[src/hdl/fixed_point_alu_core_assert.svh]
// ----------------------------------------------------------------------------
// Assertion macros for the fixed-point ALU core
// Clocked implication checks with synchronous active-low reset disable.
// ----------------------------------------------------------------------------
`ifndef FIXED_POINT_ALU_CORE_ASSERT_SVH
`define FIXED_POINT_ALU_CORE_ASSERT_SVH

// Same-cycle implication: cons must hold whenever ante holds
`define FPA_ASSERT_IMP(lbl, clk_s, rstn_s, ante, cons) \
  lbl: assert property (@(posedge clk_s) disable iff (!rstn_s) (ante) |-> (cons)) \
    else $error("fpa same-cycle check failed");

// Next-cycle implication: cons must hold in the cycle after ante
`define FPA_ASSERT_NXT(lbl, clk_s, rstn_s, ante, cons) \
  lbl: assert property (@(posedge clk_s) disable iff (!rstn_s) (ante) |=> (cons)) \
    else $error("fpa next-cycle check failed");

`endif

[src/hdl/fpa_pkg.sv]
// ----------------------------------------------------------------------------
// fpa_pkg
// Shared opcodes, control word and default sizes of the fixed-point ALU.
// ----------------------------------------------------------------------------
`default_nettype none

package fpa_pkg;

  localparam int PORT_W         = 32;
  localparam int FRAC_BITS_DEF  = 8;
  localparam int DATA_WIDTH_DEF = 32;

  typedef enum logic [3:0] {
    OP_ADD    = 4'd0,
    OP_SUB    = 4'd1,
    OP_MUL    = 4'd2,
    OP_DIV    = 4'd3,
    OP_LT     = 4'd4,
    OP_GT     = 4'd5,
    OP_LE     = 4'd6,
    OP_GE     = 4'd7,
    OP_EQ     = 4'd8,
    OP_NE     = 4'd9,
    OP_MIN    = 4'd10,
    OP_MAX    = 4'd11,
    OP_INC    = 4'd12,
    OP_DEC    = 4'd13,
    OP_TO_INT = 4'd14
  } op_t;

  // Control word that travels with each item down the pipeline
  typedef struct packed {
    logic valid;
    op_t  op;
    logic q_neg;   // sign of a product or quotient
    logic a_neg;   // dividend sign, for zero-divisor saturation
    logic b_zero;  // divisor is zero
    logic cmp;     // comparison outcome of the front stage
    logic ovf;     // saturation flag of the front stage
  } fpa_ctrl_t;

  // Working width: data width capped at the port width
  function automatic int work_width(input int dw);
    return (dw < PORT_W) ? dw : PORT_W;
  endfunction

endpackage

`default_nettype wire

[src/hdl/fpa_div_cell.sv]
// ----------------------------------------------------------------------------
// fpa_div_cell
// One restoring-division cell: retires one quotient bit and passes the
// word, with its side payload, to the next cell.
// ----------------------------------------------------------------------------
`default_nettype none
`include "fixed_point_alu_core_assert.svh"

module fpa_div_cell #(
  parameter int WORK_W = 32,
  parameter int NUM_W  = 40,
  parameter int SIDE_W = 64
) (
  input  logic               clk,
  input  logic               rst_n,
  input  fpa_pkg::fpa_ctrl_t ctrl_i,
  input  logic [WORK_W-1:0]  rem_i,
  input  logic [NUM_W-1:0]   nq_i,
  input  logic [WORK_W-1:0]  den_i,
  input  logic [SIDE_W-1:0]  side_i,
  output fpa_pkg::fpa_ctrl_t ctrl_o,
  output logic [WORK_W-1:0]  rem_o,
  output logic [NUM_W-1:0]   nq_o,
  output logic [WORK_W-1:0]  den_o,
  output logic [SIDE_W-1:0]  side_o
);
  import fpa_pkg::*;

  logic [WORK_W:0]   shifted, diff;
  logic              take;

  fpa_ctrl_t         ctrl_r;
  logic [WORK_W-1:0] rem_r, rem_nxt;
  logic [NUM_W-1:0]  nq_r, nq_nxt;
  logic [WORK_W-1:0] den_r;
  logic [SIDE_W-1:0] side_r;

  // Shift in the next dividend bit and trial-subtract the divisor
  assign shifted = {rem_i, nq_i[NUM_W-1]};
  assign diff    = shifted - {1'b0, den_i};
  assign take    = (shifted >= {1'b0, den_i});
  assign rem_nxt = take ? diff[WORK_W-1:0] : shifted[WORK_W-1:0];
  assign nq_nxt  = {nq_i[NUM_W-2:0], take};

  // Advance the control word
  always_ff @(posedge clk) begin
    if (!rst_n) begin
      ctrl_r <= '0;
    end else begin
      ctrl_r <= ctrl_i;
    end
  end

  // Advance the payload
  always_ff @(posedge clk) begin
    rem_r  <= rem_nxt;
    nq_r   <= nq_nxt;
    den_r  <= den_i;
    side_r <= side_i;
  end

  assign ctrl_o = ctrl_r;
  assign rem_o  = rem_r;
  assign nq_o   = nq_r;
  assign den_o  = den_r;
  assign side_o = side_r;

  // Partial remainder stays below a nonzero divisor
  `FPA_ASSERT_IMP(a_rem_below_den, clk, rst_n, ctrl_r.valid && ctrl_r.op == OP_DIV && !ctrl_r.b_zero, rem_r < den_r)

endmodule

`default_nettype wire

[config.mk]
export PLATFORM = sky130hd
export DESIGN_NAME = fpa_div_cell
export DESIGN_NICKNAME = d
export VERILOG_FILES = /design/src/hdl/fpa_pkg.sv /design/src/hdl/fpa_div_cell.sv
export VERILOG_INCLUDE_DIRS = /design/src /design/src/hdl
export SDC_FILE = /design/constraint.sdc
export NUM_CORES = 1
export LEC_CHECK = 0
export BUFFER_PORTS_ARGS = -buffer_cell sky130_fd_sc_hd__buf_2
export CAP_MARGIN = 20
export CORE_AREA = 2 2 140 142
export CTS_CLUSTER_SIZE = 16
export DETAILED_ROUTE_END_ITERATION = 8
export DIE_AREA = 0 0 142 144
export RECOVER_POWER = 50
export SYNTH_ARGS = -nofsm -noshare
export SYNTH_HDL_FRONTEND = slang
export SYNTH_SLANG_ARGS = --single-unit
[constraint.sdc]
create_clock -name clk -period 3.3 [get_ports clk]
set_input_delay 0.33 -clock clk [delete_from_list [all_inputs] [get_ports clk]]
set_output_delay 0.33 -clock clk [all_outputs]
set_load 0.01 [all_outputs]
# Yosys cells after proc, flatten, opt, wreduce, memory -nomap -nowiden
# Index checks and enable logic that the tools add are counted.
op_classes:
  addsub: 1
  n_lt_le_gt_ge: 1
  mux: 1
op_table:
  columns: ["cell", "count"]
  rows:
  - ["greater-or-equal comparator 33 x 32 -> 1 bit", 1]
  - ["2-to-1 mux 32 bit", 1]
  - ["subtractor 32 bit", 1]
totals:
  ff_bits: 178
  inputBits: 180
  output_inout_bits: 178
  elab_cells: 14

# Longest topological paths before layout
depth:
  word_depth: 2
  mapped_depth: 13

# Least setup slack after synthesis
# OpenSTA, ideal clock, no wires.
synth_timing:
  path_kind: "input-to-reg"
  start: "in den_i[7]"
  end: "reg rem_r[13], in the netlist rem_o[13]"
  setup_time_ns: 0.123
  arrival_time_ns: 2.839
  setup_slack_ns: 0.338
  path_stages: 12
  path_cell_list: "inv_1 > ha_1 > buf_2 > nand4_1 > or4_1 > a21oi_1 > nor3_1 > a211oi_2 > o21ai_2 > o31ai_4 > buf_4 > mux2_1"
synth_via:
  elab_chain_cells: 2
synth_rtl:
  columns: ["item", "line", "source"]
  rows:
  - ["from (decl)", "fpa_div_cell.sv:19", "input logic [WORK_W-1:0] den_i,"]
  - ["subtractor 32 bit / greater-or-equal comparator 33 x 32 -> 1 bit (equally long branches)", "fpa_div_cell.sv:40, fpa_div_cell.sv:41", null]
  - ["2-to-1 mux 32 bit (*)", "fpa_div_cell.sv:42", "assign rem_nxt = take ? diff[WORK_W-1:0] : shifted[WORK_W-1:0];"]
  - ["via rem_nxt[13]", "fpa_div_cell.sv:33", "logic [WORK_W-1:0] rem_r, rem_nxt;"]
  - ["to (signal assigned)", "fpa_div_cell.sv:56", "rem_r <= rem_nxt;"]
  - ["to (decl)", "fpa_div_cell.sv:33", null]
# Mark *: on every way through the listed nets, which the timed path passes. The rest lies on a longest branch.
# A chain may end at the register's enable or synchronous reset.

# Worst setup path in the final report
layout_timing:
  start: "in den_i[26]"
  end: "reg rem_r[10], in the netlist rem_o[10]"
layout_via:
  elab_chain_cells: 2
layout_rtl:
  columns: ["item", "line", "source"]
  rows:
  - ["greater-or-equal comparator 33 x 32 -> 1 bit", "fpa_div_cell.sv:41", "assign take = (shifted >= {1'b0, den_i});"]
  - ["2-to-1 mux 32 bit", "fpa_div_cell.sv:42", null]
  - ["via rem_nxt[10]", "fpa_div_cell.sv:33", null]
# The timed path passes the listed nets, and every way through them passes these cells.

==> flow_metrics.py <==
metrics = {
    "status": {
        "status": "completed",
    },
    "placed_design": {
        "place_inst": 1133,
        "dpl.hpwl_um": 14600,
        "place_area_um2": 8030,
        "gp_congestion": 0.793,
        "io_buffers": 357,
        "pre_cts_ws_ps": 49.4,
    },
    "cts": {
        "htree_levels": 4,
        "cts.sinks": 178,
        "cts-root-buf": "clkbuf_16",
        "cts_buffer_depth": 2,
        "cts_buffers": 17,
        "cts_tree": "yes",
        "cts-hold-fix-buffers": 89,
        "cts.clk_slew.worst_paths_ps": 70,
        "cts_setup_buffers": 0,
        "cts-resized-gates": 0,
    },
    "synthesis": {
        "ys_warn_count": 0,
        "synth_seq_cells": 178,
        "synth_top_family_by_area": "compound AO/OA/AOI/OAI gates",
        "synth_flop_cell": "dfxtp_1",
        "ys_seq_area_frac": 0.611,
        "synthAdderAreaFrac": 0.0720,
        "synth_top_area_frac": 0.611,
        "synthTopCellsByCount": "dfxtp_1, a21oi_1, inv_1",
        "synth-async-reset-ratio": 0,
        "netlist_area_um2": 5840,
        "synth-xor-area-share": 0.0405,
        "muxShareOfSynthArea": 0.0210,
        "synth_nets": 746,
        "synth-simple-area-share": 0.0905,
        "synth_cell_types": 48,
        "synth.avg_cell_area_um2": 10.9,
        "ys_top_cells_by_area": "dfxtp_1, ha_1, a21oi_1, inv_1, nor2_1",
        "synthCells": 533,
        "synth_edf_count": 0,
        "synth_compound_area_frac": 0.125,
        "yosysMostFrequentCell": "dfxtp_1",
        "synth_largest_area_cell": "dfxtp_1",
    },
    "route": {
        "vias": 5532,
        "routed_wl_um": 19500,
        "viasPerCell": 4.37,
        "wl_per_cell_um": 15.4,
        "drt_iter0_drc": 197,
        "drc_errors": 0,
        "firstDrtPassIters": 4,
        "wl_met1_um": 7600,
        "route.met3.wl_um": 1510,
        "ant_nets": 0,
        "met2_wirelength_um": 10100,
        "top_layer_used": "met4",
    },
    "global_routing": {
        "grt_pass1_wl_um": 28100,
        "grt_pass1_vias": 5496,
        "gr-total-overflow": 0,
        "grt_usage": 0.180,
        "grt_start_max_net_pins": 21,
        "antenna_found_initial": 3,
    },
    "critical_path": {
        "crit_type": "input pin to flip-flop",
        "cp_top_family": "simple AND/OR/NAND/NOR gates",
        "cp-start-kind": "input pin",
        "cpMostUsedCell": "nor4_1",
        "slowest_delay_ps": 520,
        "worstPathRequired_ps": 3610,
        "arrival_ps": 3220,
        "cp-end-kind": "flip-flop",
        "critPathBufInv": 4,
        "path_cells": "dlygate4sd3_1, buf_2, inv_1, ha_1, nand2_1, nor2_1, nand4_1, nor4_1, nor4_1, o21a_1, o31ai_4, buf_12, mux2_2",
        "worst-path-stages": 13,
        "slowest_stage": "dlygate4sd3_1",
        "critPathLaunch": "den_i[26]",
        "crit_end": "rem_o[10]",
        "crit_fanout": 16,
    },
    "final_layout": {
        "area_growth_pct": 63.6,
        "multi_input_area_um2": 2040,
        "nFillCells": 1760,
        "seq_area_um2": 3560,
        "drive_above_1_share": 0.359,
        "final_cell_count_no_fill": 1265,
        "nets": 1226,
        "design_area_um2": 9550,
    },
    "timing": {
        "fin_crit_ps": 2910,
        "rsz0062_at_grt": "false",
        "min_period_over_period": 0.882,
        "setup_ws_ps": 390,
        "tightest_slew_ps": 562,
        "max_slew_margin": 0.624,
        "tns_ps": 0,
        "setup_viol": 0,
        "drv_slew": 0,
        "hold_viol_final": 0,
        "fmax_ghz": 0.344,
    },
    "power_and_ir_drop": {
        "p_leak_nw": 4.64,
        "p_per_area_nw_per_um2": 561,
        "peakVddDrop_mv": 0.339,
    },
    "floorplan": {
        "start_util": 0.306,
        "die_area_um2": 20400,
        "rows": 51,
        "io_pins": 358,
        "die_width_um": 142,
        "die_h_um": 144,
        "coreArea_um2": 19100,
    },
    "min_path": {
        "hold_class": "input pin to flip-flop",
    },
    "flow_run": {
        "drv_cap": 0,
    },
}
==> metal layers <==
metal | track usage | vias to the layer above
met1 | 0.194 | 2523
li1 | - | 2776
met4 | 0.0616 | 0
met2 | 0.327 | 207
met5 | 0 | -
met3 | 0.0649 | 26
==> placed cells by master (no fill, tap or decap), types with 3 or more instances in the layout <==
cell           count
o211ai_1           4
nand2_1           26
inv_1             38
a21oi_1           56
a21o_1            12
nand2b_1           3
a31oi_1            5
and2_0             5
nor2_1            35
nor2b_1            3
mux2_2             6
nand3_1            8
buf_2            304
ha_1              32
and2_1             7
xnor2_1           15
xor2_1            12
o21bai_1           3
a211oi_1           3
clkinv_4           4
buf_4             21
dfxtp_1          178
nand4_1            8
inv_8              4
nor4_1             4
mux2_1             4
clkbuf_1          54
clkinv_8           4
clkbuf_16         17
o21ai_0           16
o21a_1             6
dlygate4sd3_1     99
==> area by class of cell <==
class	instances	share of cell area
antenna	1	0.000262
clock inverter	14	0.0170
sequential	178	0.373
clock buffer	18	0.0450
multi-input combinational	299	0.214
tap	238	0.0312
inverter	38	0.0149
timing repair buffer	479	0.305
==> power by group <==
part | internal (mW) | total, mW | switching [mW] | leakage (nW)
logic | 0.489 | 1.00 | 0.511 | 2.85
registers | 2.33 | 2.37 | 0.0453 | 1.50
clock network | 1.02 | 1.98 | 0.962 | 0.288
==> flip-flops by register name (all words and copies together), names as in the netlist <==
name	cells
side_o	64
rem_o	32
ctrl_o	10
den_o	32
nq_o	40
==> how the worst min path moves through the flow <==
stage / start / endpoint / slack, ps / depth (start not counted)
finish: side_i[49] / side_o[49] / 20 / 1
global route: den_i[6] / den_o[6] / 0.2 / 1
CTS: nq_i[32] / nq_o[33] / 0.5 / 1
detailed placement: side_i[14] / side_o[14] / 430 / 1
global placement: side_i[57] / side_o[57] / 430 / 1
floorplan: den_i[0] / den_o[0] / 360 / 0
==> cell families after synthesis <==
logic type | Yosys count
AOI/OAI and AO/OA | 119
xor gates and xnor gates | 27
adders and majority gates | 33
buffers and inverters | 56
DFF | 178
muxes | 11
and+or+nand+nor | 109
==> through the flow <==
| step | utilization | hold WS [ps] | power, mW |
|---|---|---|---|
| final | 0.500 | 21.9 | 5.36 |
| after global routing | 0.500 | 0.232 | 5.62 |
| after CTS | 0.498 | 0.543 | 5.42 |
| after detailed placement | 0.421 | 434 | 3.34 |
| after global placement | 0.421 | 432 | 3.34 |
| after floorplan | - | 358 | 2.90 |
(Power assumes the default switching activity.)
