==> src/hdl/fixed_point_alu_core_assert.svh <==
// ----------------------------------------------------------------------------
// Assertion macros for the fixed-point ALU core
// Clocked implication checks with synchronous active-low reset disable.
// ----------------------------------------------------------------------------
`ifndef FIXED_POINT_ALU_CORE_ASSERT_SVH
`define FIXED_POINT_ALU_CORE_ASSERT_SVH

// Same-cycle implication: cons must hold whenever ante holds
`define FPA_ASSERT_IMP(lbl, clk_s, rstn_s, ante, cons) \
  lbl: assert property (@(posedge clk_s) disable iff (!rstn_s) (ante) |-> (cons)) \
    else $error("fpa same-cycle check failed");

// Next-cycle implication: cons must hold in the cycle after ante
`define FPA_ASSERT_NXT(lbl, clk_s, rstn_s, ante, cons) \
  lbl: assert property (@(posedge clk_s) disable iff (!rstn_s) (ante) |=> (cons)) \
    else $error("fpa next-cycle check failed");

`endif

==> src/hdl/fpa_pkg.sv <==
// ----------------------------------------------------------------------------
// fpa_pkg
// Shared opcodes, control word and default sizes of the fixed-point ALU.
// ----------------------------------------------------------------------------
`default_nettype none

package fpa_pkg;

  localparam int PORT_W         = 32;
  localparam int FRAC_BITS_DEF  = 8;
  localparam int DATA_WIDTH_DEF = 32;

  typedef enum logic [3:0] {
    OP_ADD    = 4'd0,
    OP_SUB    = 4'd1,
    OP_MUL    = 4'd2,
    OP_DIV    = 4'd3,
    OP_LT     = 4'd4,
    OP_GT     = 4'd5,
    OP_LE     = 4'd6,
    OP_GE     = 4'd7,
    OP_EQ     = 4'd8,
    OP_NE     = 4'd9,
    OP_MIN    = 4'd10,
    OP_MAX    = 4'd11,
    OP_INC    = 4'd12,
    OP_DEC    = 4'd13,
    OP_TO_INT = 4'd14
  } op_t;

  // Control word that travels with each item down the pipeline
  typedef struct packed {
    logic valid;
    op_t  op;
    logic q_neg;   // sign of a product or quotient
    logic a_neg;   // dividend sign, for zero-divisor saturation
    logic b_zero;  // divisor is zero
    logic cmp;     // comparison outcome of the front stage
    logic ovf;     // saturation flag of the front stage
  } fpa_ctrl_t;

  // Working width: data width capped at the port width
  function automatic int work_width(input int dw);
    return (dw < PORT_W) ? dw : PORT_W;
  endfunction

endpackage

`default_nettype wire

==> src/hdl/fpa_front.sv <==
// ----------------------------------------------------------------------------
// fpa_front
// Input stage: decodes the word, resolves every operation but multiply
// and divide, forms the magnitude product and loads the divider chain.
// ----------------------------------------------------------------------------
`default_nettype none

module fpa_front #(
  parameter int WORK_W    = 32,
  parameter int FRAC_BITS = 8,
  parameter int NUM_W     = 40,
  parameter int SIDE_W    = 64
) (
  input  logic                      clk,
  input  logic                      rst_n,
  input  logic                      accept,
  input  logic [3:0]                op_i,
  input  logic [fpa_pkg::PORT_W-1:0] a_i,
  input  logic [fpa_pkg::PORT_W-1:0] b_i,
  output fpa_pkg::fpa_ctrl_t        ctrl_o,
  output logic [NUM_W-1:0]          nq_o,
  output logic [WORK_W-1:0]         den_o,
  output logic [SIDE_W-1:0]         side_o
);
  import fpa_pkg::*;

  localparam logic [WORK_W-1:0] VMAX = {1'b0, {(WORK_W-1){1'b1}}};
  localparam logic [WORK_W-1:0] VMIN = {1'b1, {(WORK_W-1){1'b0}}};

  op_t               op;
  logic [WORK_W-1:0] a_w, b_w, mag_a, mag_b, tq, res;
  logic              a_neg, b_neg, lt, eq, cmp, ovf;
  logic [WORK_W:0]   sum, dif;
  logic [SIDE_W-1:0] prod;

  fpa_ctrl_t         ctrl_r, ctrl_nxt;
  logic [NUM_W-1:0]  nq_r, nq_nxt;
  logic [WORK_W-1:0] den_r, den_nxt;
  logic [SIDE_W-1:0] side_r, side_nxt;

  // Take the low working bits of each operand
  assign op    = op_t'(op_i);
  assign a_w   = a_i[WORK_W-1:0];
  assign b_w   = b_i[WORK_W-1:0];
  assign a_neg = a_w[WORK_W-1];
  assign b_neg = b_w[WORK_W-1];
  assign mag_a = a_neg ? (~a_w + 1'b1) : a_w;
  assign mag_b = b_neg ? (~b_w + 1'b1) : b_w;

  assign lt   = $signed(a_w) < $signed(b_w);
  assign eq   = (a_w == b_w);
  assign sum  = {a_neg, a_w} + {b_neg, b_w};
  assign dif  = {a_neg, a_w} - {b_neg, b_w};
  assign tq   = mag_a >> FRAC_BITS;
  assign prod = SIDE_W'(mag_a) * SIDE_W'(mag_b);

  // Resolve every operation but multiply and divide
  always_comb begin
    res = '0;
    cmp = 1'b0;
    ovf = 1'b0;
    case (op)
      OP_ADD: begin
        if (sum[WORK_W] != sum[WORK_W-1]) begin
          ovf = 1'b1;
          res = sum[WORK_W] ? VMIN : VMAX;
        end else begin
          res = sum[WORK_W-1:0];
        end
      end
      OP_SUB: begin
        if (dif[WORK_W] != dif[WORK_W-1]) begin
          ovf = 1'b1;
          res = dif[WORK_W] ? VMIN : VMAX;
        end else begin
          res = dif[WORK_W-1:0];
        end
      end
      OP_LT:  cmp = lt;
      OP_GT:  cmp = !lt && !eq;
      OP_LE:  cmp = lt || eq;
      OP_GE:  cmp = !lt;
      OP_EQ:  cmp = eq;
      OP_NE:  cmp = !eq;
      OP_MIN: res = lt ? a_w : b_w;
      OP_MAX: res = lt ? b_w : a_w;
      OP_INC: begin
        ovf = (a_w == VMAX);
        res = ovf ? VMAX : a_w + 1'b1;
      end
      OP_DEC: begin
        ovf = (a_w == VMIN);
        res = ovf ? VMIN : a_w - 1'b1;
      end
      OP_TO_INT: res = a_neg ? (~tq + 1'b1) : tq;
      default: res = '0;
    endcase
  end

  // Build the control word and the chain load
  always_comb begin
    ctrl_nxt        = '0;
    ctrl_nxt.valid  = accept;
    ctrl_nxt.op     = op;
    ctrl_nxt.q_neg  = a_neg ^ b_neg;
    ctrl_nxt.a_neg  = a_neg;
    ctrl_nxt.b_zero = (b_w == '0);
    ctrl_nxt.cmp    = cmp;
    ctrl_nxt.ovf    = ovf;
    nq_nxt          = NUM_W'(mag_a) << FRAC_BITS;
    den_nxt         = mag_b;
    side_nxt        = (op == OP_MUL) ? prod : SIDE_W'(res);
  end

  // Hold the control word
  always_ff @(posedge clk) begin
    if (!rst_n) begin
      ctrl_r <= '0;
    end else begin
      ctrl_r <= ctrl_nxt;
    end
  end

  // Hold the payload
  always_ff @(posedge clk) begin
    nq_r   <= nq_nxt;
    den_r  <= den_nxt;
    side_r <= side_nxt;
  end

  assign ctrl_o = ctrl_r;
  assign nq_o   = nq_r;
  assign den_o  = den_r;
  assign side_o = side_r;

endmodule

`default_nettype wire

==> config.mk <==
export PLATFORM = sky130hd
export DESIGN_NAME = fpa_front
export DESIGN_NICKNAME = d
export VERILOG_FILES = /design/src/hdl/fixed_point_alu_core_assert.svh /design/src/hdl/fpa_pkg.sv /design/src/hdl/fpa_front.sv
export SDC_FILE = /design/constraint.sdc
export NUM_CORES = 2
export LEC_CHECK = 0
export BUFFER_PORTS_ARGS = -buffer_cell sky130_fd_sc_hd__clkbuf_2
export CAP_MARGIN = 20
export CORE_MARGIN = 2
export CORE_UTILIZATION = 55
export DETAILED_ROUTE_END_ITERATION = 7
export PLACE_DENSITY = 0.82
export SETUP_SLACK_MARGIN = 0.3
export SYNTH_ARGS = -nofsm -noshare
export SYNTH_HDL_FRONTEND = slang
export SYNTH_SLANG_ARGS = --single-unit
==> constraint.sdc <==
create_clock -name clk -period 11.6 [get_ports clk]
set_clock_uncertainty 0.15 [all_clocks]
set_input_delay 0 -clock clk [delete_from_list [all_inputs] [get_ports clk]]
set_output_delay 0 -clock clk [all_outputs]
set_load 0.1 [all_outputs]
# Word level (Yosys, flattened, before mapping)
# Cells that the tools add are included.
[totals] ff_bits=138 inputBits=71 out_inout_bits=146 wordCells=65
[classes] addsub=7 n_mul=1 order_cmp=1 n_eq_ne=18 mux=17 n_bitwise=4 reduce_logical=6
[op_table] cell="$mux W32" n=12
[op_table] cell="$pmux W32 S7" n=1
[op_table] cell="$add A32 B1 Y32 const B" n=4
[op_table] cell="$mul A32 B32 Y64" n=1
[op_table] cell="$not A32 Y32" n=2
[op_table] cell="$add A32 B32 Y33" n=1
[op_table] cell="$sub A32 B32 Y33" n=1
[op_table] cell="$eq A32 B31 Y1 const B" n=1
[op_table] cell="$eq A32 B32 Y1" n=1
[op_table] cell="$eq A32 B32 Y1 const B" n=1
[op_table] cell="$logic_not A32 Y1" n=1
[op_table] cell="$lt A32 B32 Y1" n=1
[op_table] cell="$not A24 Y32" n=1
[op_table] cell="$sub A32 B1 Y32 const B" n=1
[op_table] cell="$eq A4 B4 Y1 const B" n=7
[op_table] cell="$eq A4 B3 Y1 const B" n=4
[op_table] cell="$pmux W1 S6" n=1
[op_table] cell="$eq A4 B1 Y1 const B" n=1
[op_table] cell="$eq A4 B2 Y1 const B" n=1
[op_table] cell="$logic_not A4 Y1" n=1
[op_table] cell="$pmux W1 S4" n=1
[op_table] cell="$logic_not A1 Y1" n=2
[op_table] cell="$mux W1" n=2
[op_table] cell="$ne A1 B1 Y1" n=2
[op_table] cell="3 further kinds" n=3

# Logic depth before layout (Yosys ltp)
[depth] ltp_word=8 ltp_mapped=40 ltp_nobuf=36

# Worst setup path before layout
# No wires, ideal clock.
[synth_path] path_kind="input-to-reg" from="input port a_i[0] in the netlist's numbering" to="register side_r[62], in the netlist side_o[62]" setup_time_ns=0.058 t_arrival_ns=9.456 t_required_ns=11.392 slack_ns=1.936 path_stages=34 path_buffers=6 cell_sequence="clkbuf_1 -> inv_1 -> clkbuf_1 -> ha_1 -> nor4b_2 -> nand4_1 -> clkbuf_1 -> o41ai_1 -> xor2_1 -> clkbuf_1 -> clkbuf_1 -> nor2_1 -> fa_1 -> inv_1 -> fa_1 -> fa_1 -> fa_1 -> inv_1 -> fa_1 -> fa_1 -> fa_1 -> fa_1 -> ha_1 -> clkbuf_1 -> o21ai_0 -> nor2_1 -> o41ai_1 -> a21oi_1 -> nor2_1 -> a21bo_2 -> a2111oi_0 -> o31ai_1 -> a2111oi_0 -> a211o_1"
[synth_via] elab_chain_len=4
[synth_lines] item="from (decl)" line_no="fpa_front.sv:18" source="input logic [fpa_pkg::PORT_W-1:0] a_i,"
[synth_lines] item="$not A32 Y32" line_no="fpa_front.sv:47" source="assign mag_a = a_neg ? (~a_w + 1'b1) : a_w;"
[synth_lines] item="$add A32 B1 Y32" line_no="fpa_front.sv:47"
[synth_lines] item="$mux W32 *" line_no="fpa_front.sv:47"
[synth_lines] item="$mul A32 B32 Y64 *" line_no="fpa_front.sv:55" source="assign prod = SIDE_W'(mag_a) * SIDE_W'(mag_b);"
[synth_lines] item="to (signal assigned)" line_no="fpa_front.sv:128" source="side_r <= side_nxt;"
[synth_lines] item="to (decl)" line_no="fpa_front.sv:39" source="logic [SIDE_W-1:0] side_r, side_nxt;"
# Mark *: on every way between the ends. The rest lies on a longest branch, timed or not.
# A chain may end at the register's enable or synchronous reset.

# Worst setup path after layout
[layout_path] from="input port b_i[0] in the netlist's numbering" to="register side_r[61], in the netlist side_o[61]"
[layout_via] elab_chain_len=4
[layout_lines] item="from (decl)" line_no="fpa_front.sv:19" source="input logic [fpa_pkg::PORT_W-1:0] b_i,"
[layout_lines] item="$not A32 Y32" line_no="fpa_front.sv:48" source="assign mag_b = b_neg ? (~b_w + 1'b1) : b_w;"
[layout_lines] item="$add A32 B1 Y32" line_no="fpa_front.sv:48"
[layout_lines] item="$mux W32 *" line_no="fpa_front.sv:48"
[layout_lines] item="$mul A32 B32 Y64 *" line_no="fpa_front.sv:55"
# Marks and branches as above.

==> qor.txt <==
Status - finished, final reports clean
Adder-cell share of the synthesized area - 0.501
Clock Path Buffers - 2
Post-synthesis compound-gate area fraction - 0.105
Synth area leaders - fa_1 41%, ha_1 9.4%, inv_1 8.3%, dfxtp_1 6.3%, nor2_1 6.1%
Slowest CP cell - o31ai_2
# setup viols final - 0
Gpl congestion - 1.10
Post-synthesis sequential area ratio - 0.0625
Die width - 287 µm
Largest fanout on the critical path - 13
FILL cells - 6891
Die area - 82600 µm²
Crit share post-route - 0.966
Synthesis-stage register bit count - 138
Detailed Place HPWL - 136000 µm
Leading cell type in the layout, fill and taps excluded - inv_1
Top cell type by total area after synthesis - fa_1
Crit-path leading delay family - adder cells
Endpoints failing hold - 0
Initial core utilization - 0.557
Layout cell share with drive strength beyond 1 - 0.0875
CP bufs+invs - 7
Crit path to - side_o[61]$_SDFF_PN0_
# IOs - 217
Post-synth top area share - 0.407
CTS H-Tree Depth - 4
Root buffer cell - clkbuf_16
Library cells used by synthesis - 87
Setup tns final - 0 ns
Most used cell along the critical path - fa_1
Post-route ant nets - 0
Routed via count - 41200
Drt pass-1 iters - 8
Tmin final - 11.21 ns
RSZ-0062 raised after global routing - true
Iteration-0 DRC Markers - 5261
Ys flop type - dfxtp_1
Mapped cell area - 44200 µm²
GRT met2 Usage - 0.620
Mapped Cells - 5375
Final Max Slew Viols - 0
CTS sink cnt - 138
Critical Path Max Stage Delay - 0.58 ns
Worst setup SP type - primary input
Number of synthesis warnings - 0
Fmax - 89.2 MHz
Port-buffer cells - 208
Largest net degree at the start of global routing - 58
M3 GR Usage - 0.145
Stages on the worst setup path - 34
Final WL - 170000 µm
Synth Area per Inst - 8.22 µm²
Area grow syn2layout - 8.74%
Met1 GRT Util - 0.525
Die Y - 287 µm
DR WL/cell - 25.9 µm
Nature of the critical path endpoint - register
HP Class - in2reg
Largest family of logic cells by synthesized area - adder cells
Vias in the first global route - 42400
Post-Synth Simple-Gate Area - 0.170
Post-synth EDFFs - 0
Max-slew headroom - 0.178
Critical path origin - b_i[0]
NumNets Final - 6796
Via density - 6.28
XOR/XNOR share of the synthesized area - 0.0438
Ys async rst share - 0
Worst-Margin Slew - 1.23 ns
Crit Path Class - in2reg
Post-synthesis mux area share - 0.00374
Crit path arrival time - 11.44 ns
Most frequent cells in the layout - 978 x inv_1, 898 x fa_1, 722 x nor2_1
CTS tree - yes
Gr usage total - 0.422
Initial antenna violation count - 10
GRT Max-Usage Layer - met2
Core Region - 79300 µm²
First-pass GRT wire length - 258000 µm
CTS Buf Count - 17
Req. time, crit path - 11.84 ns
# DRC - 0
Rows - 103
Worst-path clk slew - 0.10 ns
Max_cap viols - 0
Gr ovfl total - 0
==> stage by stage <==
| step | hold slack (ns) | worst slack, ns | std cells | util | area (µm²) |
|---|---|---|---|---|---|
| after global placement | 0.0493 | 0.372 | 6462 | 0.590 | 46700 |
| after detailed placement | 0.0545 | 0.430 | 6462 | 0.590 | 46700 |
| after global routing | 0.0291 | 0.259 | 6558 | 0.606 | 48000 |
| after floorplan | -0.122 | 1.94 | 5382 | - | 44200 |
| final | 0.0402 | 0.392 | 6561 | 0.606 | 48000 |
| after CTS | 0.00892 | 0.325 | 6556 | 0.605 | 48000 |
==> cells in the mapped netlist (39+ instances only) <==
cell type,instances
dfxtp_1,138
o21ai_0,146
xor2_1,67
nand2_1,621
a21o_1,62
xnor2_1,152
a21oi_1,187
nand4_1,47
clkbuf_1,296
fa_1,898
nor3_1,66
inv_1,978
ha_1,331
nand3_1,54
o31ai_1,39
nor2_1,722
==> worst min-delay path by stage <==
stage	to	startpoint	cells after the start	slack [ns]
floorplan	den_o[0]$_DFF_P_	b_i[0]	0	-0.12
global placement	nq_o[8]$_DFF_P_	a_i[0]	1	0.05
detailed placement	nq_o[8]$_DFF_P_	a_i[0]	1	0.05
CTS	side_o[1]$_DFF_P_	a_i[1]	4	0.009
global route	side_o[30]$_DFF_P_	a_i[30]	3	0.03
finish	side_o[1]$_DFF_P_	a_i[1]	4	0.04
==> cell families (layout without fill, tap and decap cells) <==
family,after synthesis,after routing
DFF,138,138
and+or+nand+nor,1731,1731
xor gates and xnor gates,220,220
buffers and inverters,1334,1460
other,1,11
muxes,16,16
AOI/OAI and AO/OA,706,706
adders and majority gates,1229,1229
==> layer usage <==
| layer | vias up | part of all wire |
|---|---|---|
| li1 | 16900 | - |
| met4 | 14 | 0.085 |
| met2 | 3195 | 0.43 |
| met1 | 20100 | 0.35 |
| met5 | - | 0.00051 |
| met3 | 880 | 0.14 |
==> area by class of cell <==
class / instances / area [µm²] / area share
sequential: 138 / 2760 / 0.0575
tap: 1050 / 1310 / 0.0273
clock buffer: 17 / 425 / 0.00886
clock inverter: 14 / 160 / 0.00333
antenna: 3 / 7.51 / 0.000156
timing repair buffer: 423 / 2820 / 0.0587
inverter: 1006 / 3780 / 0.0788
multi-input combinational: 3910 / 36800 / 0.765
==> repair_timing <==
action / in CTS / in global routing
setup buffers: 0 / 0
hold buffers: 63 / 0
resized for setup: 0 / 11
endpoints found under the hold margin: 43 / 0
setup endpoints to repair: 0 / 16
==> state kept, by name, summed over array words and instances, names as in the netlist <==
register / cells
ctrl_o: 10
den_o: 32
nq_o: 32
side_o: 64
Power is left out: the tool's default activity adds up to more than one toggle a clock period on the data nets, which glitch-free logic cannot reach.
