## src/hdl/fixed_point_alu_core_assert.svh

```systemverilog
// ----------------------------------------------------------------------------
// Assertion macros for the fixed-point ALU core
// Clocked implication checks with synchronous active-low reset disable.
// ----------------------------------------------------------------------------
`ifndef FIXED_POINT_ALU_CORE_ASSERT_SVH
`define FIXED_POINT_ALU_CORE_ASSERT_SVH

// Same-cycle implication: cons must hold whenever ante holds
`define FPA_ASSERT_IMP(lbl, clk_s, rstn_s, ante, cons) \
  lbl: assert property (@(posedge clk_s) disable iff (!rstn_s) (ante) |-> (cons)) \
    else $error("fpa same-cycle check failed");

// Next-cycle implication: cons must hold in the cycle after ante
`define FPA_ASSERT_NXT(lbl, clk_s, rstn_s, ante, cons) \
  lbl: assert property (@(posedge clk_s) disable iff (!rstn_s) (ante) |=> (cons)) \
    else $error("fpa next-cycle check failed");

`endif

```

## src/hdl/fpa_pkg.sv

```systemverilog
// ----------------------------------------------------------------------------
// fpa_pkg
// Shared opcodes, control word and default sizes of the fixed-point ALU.
// ----------------------------------------------------------------------------
`default_nettype none

package fpa_pkg;

  localparam int PORT_W         = 32;
  localparam int FRAC_BITS_DEF  = 8;
  localparam int DATA_WIDTH_DEF = 32;

  typedef enum logic [3:0] {
    OP_ADD    = 4'd0,
    OP_SUB    = 4'd1,
    OP_MUL    = 4'd2,
    OP_DIV    = 4'd3,
    OP_LT     = 4'd4,
    OP_GT     = 4'd5,
    OP_LE     = 4'd6,
    OP_GE     = 4'd7,
    OP_EQ     = 4'd8,
    OP_NE     = 4'd9,
    OP_MIN    = 4'd10,
    OP_MAX    = 4'd11,
    OP_INC    = 4'd12,
    OP_DEC    = 4'd13,
    OP_TO_INT = 4'd14
  } op_t;

  // Control word that travels with each item down the pipeline
  typedef struct packed {
    logic valid;
    op_t  op;
    logic q_neg;   // sign of a product or quotient
    logic a_neg;   // dividend sign, for zero-divisor saturation
    logic b_zero;  // divisor is zero
    logic cmp;     // comparison outcome of the front stage
    logic ovf;     // saturation flag of the front stage
  } fpa_ctrl_t;

  // Working width: data width capped at the port width
  function automatic int work_width(input int dw);
    return (dw < PORT_W) ? dw : PORT_W;
  endfunction

endpackage

`default_nettype wire

```

## src/hdl/fpa_back.sv

```systemverilog
// ----------------------------------------------------------------------------
// fpa_back
// Output stage: rounds and saturates products and quotients, handles the
// zero divisor and registers the result word with its strobe.
// ----------------------------------------------------------------------------
`default_nettype none
`include "fixed_point_alu_core_assert.svh"

module fpa_back #(
  parameter int WORK_W    = 32,
  parameter int FRAC_BITS = 8,
  parameter int NUM_W     = 40,
  parameter int SIDE_W    = 64
) (
  input  logic                             clk,
  input  logic                             rst_n,
  input  fpa_pkg::fpa_ctrl_t               ctrl_i,
  input  logic [WORK_W-1:0]                rem_i,
  input  logic [NUM_W-1:0]                 nq_i,
  input  logic [WORK_W-1:0]                den_i,
  input  logic [SIDE_W-1:0]                side_i,
  output logic                             out_valid,
  output logic signed [fpa_pkg::PORT_W-1:0] out_result_raw,
  output logic                             out_compare_true,
  output logic                             out_overflow,
  output logic                             out_divide_by_zero
);
  import fpa_pkg::*;

  localparam int QW = NUM_W + 1;
  localparam logic [WORK_W-1:0] VMAX = {1'b0, {(WORK_W-1){1'b1}}};
  localparam logic [WORK_W-1:0] VMIN = {1'b1, {(WORK_W-1){1'b0}}};
  localparam logic [SIDE_W-1:0] HALF =
    (FRAC_BITS > 0) ? (SIDE_W'(1) << (FRAC_BITS - 1)) : '0;

  logic [WORK_W-1:0] lim, mul_m, div_m;
  logic [SIDE_W-1:0] mul_rnd, mul_big;
  logic [QW-1:0]     div_q;
  logic              mul_sat, div_sat, up;

  logic              out_valid_r, out_valid_nxt;
  logic [WORK_W-1:0] out_r_r, out_r_nxt;
  logic              out_cmp_r, out_cmp_nxt;
  logic              out_ovf_r, out_ovf_nxt;
  logic              out_dbz_r, out_dbz_nxt;

  // Largest magnitude allowed for the result sign
  assign lim = ctrl_i.q_neg ? VMIN : VMAX;

  // Round the product half away from zero, then clamp the magnitude
  assign mul_rnd = side_i + HALF;
  assign mul_big = mul_rnd >> FRAC_BITS;
  assign mul_sat = mul_big > SIDE_W'(lim);
  assign mul_m   = mul_sat ? lim : mul_big[WORK_W-1:0];

  // Round the quotient up when twice the remainder reaches the divisor
  assign up      = {rem_i, 1'b0} >= {1'b0, den_i};
  assign div_q   = {1'b0, nq_i} + QW'(up);
  assign div_sat = div_q > QW'(lim);
  assign div_m   = div_sat ? lim : div_q[WORK_W-1:0];

  // Select the result word
  always_comb begin
    out_valid_nxt = ctrl_i.valid;
    out_r_nxt     = side_i[WORK_W-1:0];
    out_cmp_nxt   = ctrl_i.cmp;
    out_ovf_nxt   = ctrl_i.ovf;
    out_dbz_nxt   = 1'b0;
    case (ctrl_i.op)
      OP_MUL: begin
        out_r_nxt   = ctrl_i.q_neg ? (~mul_m + 1'b1) : mul_m;
        out_ovf_nxt = mul_sat;
      end
      OP_DIV: begin
        if (ctrl_i.b_zero) begin
          out_dbz_nxt = 1'b1;
          out_ovf_nxt = 1'b0;
          out_r_nxt   = ctrl_i.a_neg ? VMIN : VMAX;
        end else begin
          out_r_nxt   = ctrl_i.q_neg ? (~div_m + 1'b1) : div_m;
          out_ovf_nxt = div_sat;
        end
      end
      default: out_r_nxt = side_i[WORK_W-1:0];
    endcase
  end

  // Hold the strobe
  always_ff @(posedge clk) begin
    if (!rst_n) begin
      out_valid_r <= 1'b0;
    end else begin
      out_valid_r <= out_valid_nxt;
    end
  end

  // Hold the result word
  always_ff @(posedge clk) begin
    out_r_r   <= out_r_nxt;
    out_cmp_r <= out_cmp_nxt;
    out_ovf_r <= out_ovf_nxt;
    out_dbz_r <= out_dbz_nxt;
  end

  assign out_valid          = out_valid_r;
  assign out_result_raw     = PORT_W'($signed(out_r_r));
  assign out_compare_true   = out_cmp_r;
  assign out_overflow       = out_ovf_r;
  assign out_divide_by_zero = out_dbz_r;

  // Zero divisor saturates by sign and never flags overflow
  `FPA_ASSERT_IMP(a_dbz_sat, clk, rst_n, out_valid_r && out_dbz_r, !out_ovf_r && (out_r_r == VMAX || out_r_r == VMIN))
  // Comparisons give a zero result and no other flag
  `FPA_ASSERT_IMP(a_cmp_alone, clk, rst_n, out_valid_r && out_cmp_r, out_r_r == '0 && !out_ovf_r && !out_dbz_r)

endmodule

`default_nettype wire
```

## config.mk

```make
export PLATFORM = sky130hd
export DESIGN_NAME = fpa_back
export DESIGN_NICKNAME = d
export VERILOG_FILES = /design/src/hdl/fpa_pkg.sv /design/src/hdl/fpa_back.sv
export VERILOG_INCLUDE_DIRS = /design/src /design/src/hdl
export SDC_FILE = /design/constraint.sdc
export NUM_CORES = 1
export LEC_CHECK = 0
export ABC_AREA = 1
export BUFFER_PORTS_ARGS = -buffer_cell sky130_fd_sc_hd__buf_4
export CAP_MARGIN = 20
export CORE_MARGIN = 2
export CORE_UTILIZATION = 54
export CTS_CLUSTER_DIAMETER = 40
export DETAILED_ROUTE_END_ITERATION = 10
export MAX_ROUTING_LAYER = met4
export PLACE_DENSITY = 0.81
export SLEW_MARGIN = 20
export SYNTH_ARGS = -nofsm -noshare
export SYNTH_HDL_FRONTEND = slang
export SYNTH_SLANG_ARGS = --single-unit
```

## constraint.sdc

```tcl
create_clock -name clk -period 7.85 [get_ports clk]
set_input_delay 1.1775 -clock clk [delete_from_list [all_inputs] [get_ports clk]]
set_output_delay 1.1775 -clock clk [all_outputs]
set_load 0.05 [all_outputs]
```

* Yosys cells after proc, flatten, opt, wreduce, memory -nomap -nowiden
Index checks and enable logic that the tools add are counted.
** Storage, ports and cells
- Output and inout port bits :: 36
- Register bits after elaboration :: 36
- Logic and storage cells :: 27
** Cells by class
- Equal/unequal tests :: 2
- Multiplexer cells :: 11
- Magnitude comparators :: 3
- Add/subtract/negate cells :: 4
- Bitwise operators :: 2
** Operator list (count)
- 32-bit 2-to-1 mux :: 7
- 32-bit by 1-bit adder with 32-bit output (second input constant) :: 2
- 64-bit by 8-bit adder with 64-bit output (second input constant) :: 1
- 32-bit inverter :: 2
- 32-bit one-hot mux with 2 select lines :: 1
- 56-bit by 32-bit > comparator with 1-bit output :: 1
- 40-bit by 1-bit adder with 41-bit output :: 1
- 41-bit by 32-bit > comparator with 1-bit output :: 1
- 33-bit by 32-bit >= comparator with 1-bit output :: 1
- 4-bit by 2-bit == test with 1-bit output (second input constant) :: 2
- 1-bit 2-to-1 mux :: 2
- 1-bit one-hot mux with 2 select lines :: 1

* Longest topological paths before layout
- Word-level depth :: 9
- Gate-level depth with buffers :: 48
- Depth with buffers taken out :: 47

* Worst setup path after synthesis
No wires, ideal clock.
- Path type :: input to register
- Start point :: in den_i[31]
- End point :: reg out_r_r[18] (netlist: out_result_raw[18])
- Stages :: 42
- Data required time :: 7.728 ns
- Data arrival time :: 6.352 ns
- Buffers on the path :: 1
- Path slack :: 1.376 ns
- Path through :: inv_1 -> ha_1 -> inv_1 -> nor3_1 -> inv_1 -> nor3_1 -> nand4_1 -> o2111ai_1 -> ha_1 -> ha_1 -> nand2_1 -> nor2_1 -> nand2_1 -> inv_1 -> nand2_1 -> nor3_1 -> xor2_1 -> inv_1 -> [... 6 more ...] -> nor2_1 -> nand3b_1 -> nand2_1 -> nand2_1 -> nand2_2 -> buf_2 -> inv_1 -> a21oi_1 -> ha_1 -> nand2_1 -> nor2_1 -> nand3_1 -> nor2_1 -> nand2_1 -> nand3_1 -> nand3_1 -> nand2_1 -> nand3_1
** On the way
- Cells in the longest elaborated chain, start to end :: 9
** RTL lines
- start: declaration :: RTL line fpa_back.sv:20 : input logic [WORK_W-1:0] den_i,
- 33-bit by 32-bit >= comparator with 1-bit output * :: RTL line fpa_back.sv:57 : assign up = {rem_i, 1'b0} >= {1'b0, den_i};
- 40-bit by 1-bit adder with 41-bit output * :: RTL line fpa_back.sv:58 : assign div_q = {1'b0, nq_i} + QW'(up);
- 41-bit by 32-bit > comparator with 1-bit output :: RTL line fpa_back.sv:59 : assign div_sat = div_q > QW'(lim);
- 32-bit 2-to-1 mux * :: RTL line fpa_back.sv:60 : assign div_m = div_sat ? lim : div_q[WORK_W-1:0];
- 32-bit inverter :: RTL line fpa_back.sv:80 : out_r_nxt = ctrl_i.q_neg ? (~div_m + 1'b1) : div_m;
- 32-bit by 1-bit adder with 32-bit output :: RTL line fpa_back.sv:80
- 32-bit 2-to-1 mux * :: RTL line fpa_back.sv:80
- 32-bit 2-to-1 mux * :: RTL line fpa_back.sv:75 : if (ctrl_i.b_zero) begin
- 32-bit one-hot mux with 2 select lines * :: RTL line fpa_back.sv:69 : case (ctrl_i.op)
- net out_r_nxt[18] :: RTL line fpa_back.sv:42 : logic [WORK_W-1:0] out_r_r, out_r_nxt;
- end signal: assignment :: RTL line fpa_back.sv:99 : out_r_r <= out_r_nxt;
- end: declaration :: RTL line fpa_back.sv:42
Mark *: on every way through the listed nets, which the timed path passes. The rest lies on a longest branch.
A chain may end at the register's enable or synchronous reset.

* Worst setup path after layout
- Start point :: in rem_i[29]
- End point :: reg out_r_r[26] (netlist: out_result_raw[26])
** On the way
- Cells in the longest elaborated chain, start to end :: 9
** RTL lines
- start: declaration :: RTL line fpa_back.sv:18 : input logic [WORK_W-1:0] rem_i,
- 33-bit by 32-bit >= comparator with 1-bit output * :: RTL line fpa_back.sv:57
- 40-bit by 1-bit adder with 41-bit output * :: RTL line fpa_back.sv:58
- 41-bit by 32-bit > comparator with 1-bit output :: RTL line fpa_back.sv:59
- 32-bit 2-to-1 mux * :: RTL line fpa_back.sv:60
- 32-bit inverter :: RTL line fpa_back.sv:80
- 32-bit by 1-bit adder with 32-bit output :: RTL line fpa_back.sv:80
- 32-bit 2-to-1 mux * :: RTL line fpa_back.sv:80
- 32-bit 2-to-1 mux * :: RTL line fpa_back.sv:75
- 32-bit one-hot mux with 2 select lines * :: RTL line fpa_back.sv:69
- net out_r_nxt[26] :: RTL line fpa_back.sv:42
Marked as above.

==> summary.md <==
| Metric | Value |
|---|---|
| Status | finished, final reports clean |
| Vias | 12,770 |
| Hold_sp | ctrl_i[1] |
| Slew HR | 33.05% |
| Die width | 138.0 µm |
| CORE AREA | 0.01778 mm² |
| CTS tree | yes |
| Seq/Total Area, Yosys | 7.431% |
| First-pass GRT wire length | 58,640 µm |
| Post-Route WL | 36,840 µm |
| I/O pins | 216 |
| Syn_area_per_cell | 5.308 µm² |
| Crit-path max cell delay | 0.34 ns |
| Nets | 2,298 |
| # fillers | 1,780 |
| Pin count of the biggest net entering global routing | 89 |
| Die H | 138.0 µm |
| # rows | 49 |
| Clock root cell | clkbuf_16 |
| Num CTS Buffers | 5 |
| Post-CTS Setup Inserts | 0 |
| Vias in the first global route | 11,550 |
| Antenna violations before repair | 0 |
| Critical path launch point | rem_i[29] |
| Gr ovfl total | 0 |
| Port buffer count | 215 |
| PD cells | 79.12 mW/mm² |
| Main synth FF type | dfxtp_1 |
| Worst path arrival time | 7.22 ns |
| WL per Instance | 16.39 µm |
| Area of the multi-input gates | 0.007971 mm² |
| EDFF count, synth | 0 |
| Async S/R FF share, synth | 0% |
| CP most frequent cell | nand2_1 |
| Mapped Cells | 1,827 |
| Die area | 0.01905 mm² |
| Worst setup SP type | primary input |
| Area grow syn2layout | 20.01% |
| Flops & latches, synth | 36 |
| Post-CTS sizing | 0 |
| Unrepaired setup endpoints after global routing | false |
| Diode count | 0 |
| Hold Violations, Final | 0 |
| H-Tree Depth | 2 |
| Final ANT Viol Nets | 0 |
| Power Total | 0.9208 mW |
| Hold Crit Class | in2reg |
| Post-Syn Area | 0.009698 mm² |
| CP max-delay cell | ha_1 |
| Clock-pin slew on the worst setup and hold paths | 0.06 ns |
| Library cells used by synthesis | 49 |
| Max frequency | 141.8 MHz |
| Final Cycle Share | 89.83% |
| Syn_nets | 2,107 |
| Ys Warns | 0 |
| Post-DP HPWL | 31,380 µm |
| Via density | 5.679 |
| Post-CTS Hold Buffers | 0 |
| Critical path fanouts, max | 51 |
| Starting Density | 54.55% |
| Longest Clk Path Bufs | 2 |
| Final slew viol count | 0 |
| Cell leakage power | 6.064 nW |
| Clock sinks | 36 |
| Setup CP Type | in2reg |
| Worst-margin pin slew | 1.004 ns |
| # DRC | 0 |
| Worst EP required | 8.02 ns |
| Peak supply drop | 0.1216 mV |
| Number of DRC markers in iteration 0 | 1,451 |
| Setup Viol. Count Final | 0 |
| Layout cells sized above 1 | 14.07% |
| CP Capture Type | flop |
| Setup TNS Final | 0 ns |
| Min Tclk post-route | 7.051 ns |
| Gr usage total | 38.47% |
| Final GP Congestion | 1.079 |
| Sequential cell area | 720.7 µm² |
| First drt pass iteration count | 7 |
| Max cap viols | 0 |
where the power goes:
part	internal, mW	switching, mW	total (mW)
logic	0.190	0.325	0.515
registers	0.198	0.00590	0.204
clock network	0.117	0.0847	0.202
area by class of cell:
class | instances | area share [%]
inverter | 217 | 6.998
tap | 229 | 2.462
multi-input combinational | 1533 | 68.49
clock inverter | 3 | 0.1613
sequential | 36 | 6.192
timing repair buffer | 225 | 14.62
clock buffer | 5 | 1.075
worst max-delay path, delay by kind of cell:
family / cells / cell delay, ns
AO/OA/AOI/OAI: 1 / 0.28
XOR/XNOR: 1 / 0.17
adder cells (fa/ha/maj): 5 / 1.34
buffers and inverters: 7 / 0.81
AND/OR/NAND/NOR: 28 / 3.42
sequential cells by signal (all words and copies together) (netlist names):
| signal | flops |
|---|---|
| out_overflow | 1 |
| out_divide_by_zero | 1 |
| out_result_raw | 32 |
| out_valid | 1 |
| out_compare_true | 1 |
worst paths after layout:
kind,to,cells past startpoint
min,out_compare_true,1
max,out_result_raw[26],42
Yosys cell counts, types with 3 or more instances:
cell	n	area, µm²
clkbuf_1	15	56.30
buf_4	4	30.03
buf_2	9	45.04
nand4_1	45	281.5
nor2_4	8	90.09
and2_1	4	25.02
xor2_1	48	420.4
nand3b_1	18	135.1
ha_1	100	1251
o21ai_1	11	55.05
nor2_1	253	949.7
nand2_4	3	33.78
nand3_1	217	1086
dfxtp_1	36	720.7
o21ai_0	47	235.2
o21a_1	3	22.52
nand2_1	602	2260
buf_6	3	33.78
inv_1	213	799.5
nand2_2	10	62.56
xnor2_1	14	122.6
a21oi_1	60	300.3
nor2_2	15	93.84
nor3_1	30	150.1
nand3_2	3	30.03
buf_1	10	37.54
o211ai_1	14	105.1
through the flow:
| step | instances | util (%) | cell area, µm² | worst slack [ns] | hold slack, ns |
|---|---|---|---|---|---|
| after floorplan | 1827 | - | 9698 | 1.376 | 1.205 |
| after global placement | 2240 | 64.61 | 11490 | 0.6314 | 1.284 |
| after detailed placement | 2240 | 64.61 | 11490 | 0.3981 | 1.289 |
| after CTS | 2248 | 65.42 | 11630 | 0.6602 | 1.002 |
| after global routing | 2248 | 65.46 | 11640 | 0.1167 | 1.002 |
| final | 2248 | 65.46 | 11640 | 0.7987 | 0.9986 |
metal layers:
| metal | GRT usage (%) | vias to the layer above | wire [µm] |
|---|---|---|---|
| met4 | 12.03 | 0 | 1340 |
| met3 | 7.482 | 100 | 4085 |
| met1 | 50.63 | 5658 | 15400 |
| met2 | 59.69 | 701 | 16010 |
| met5 | - | - | 0 |
| li1 | - | 6308 | - |
logic make-up after synthesis:
group           after synthesis  synth area share (%)
compound gates              153                 8.876
xor+xnor                     62                 5.599
fa+ha+maj                   100                 12.90
buf+inv                     258                 10.49
flops                        36                 7.431
simple gates               1218                 54.70
cell usage in the layout (no fill, tap or decap), drive strengths merged, types with 3 or more instances in the layout:
cell type  netlist  layout
nand3b          19      19
and2             5       5
o21a             3       3
a21oi           60      60
inv            215     215
nor2           278     278
nor3            31      31
o21ai           58      58
xor2            48      48
ha             100     100
clkinv           2       5
dfxtp           36      36
xnor2           14      14
o211ai          14      14
nand3          220     220
nand4           45      45
buf             26     225
clkbuf          15       5
nand2          615     615
(Power assumes the default switching activity.)
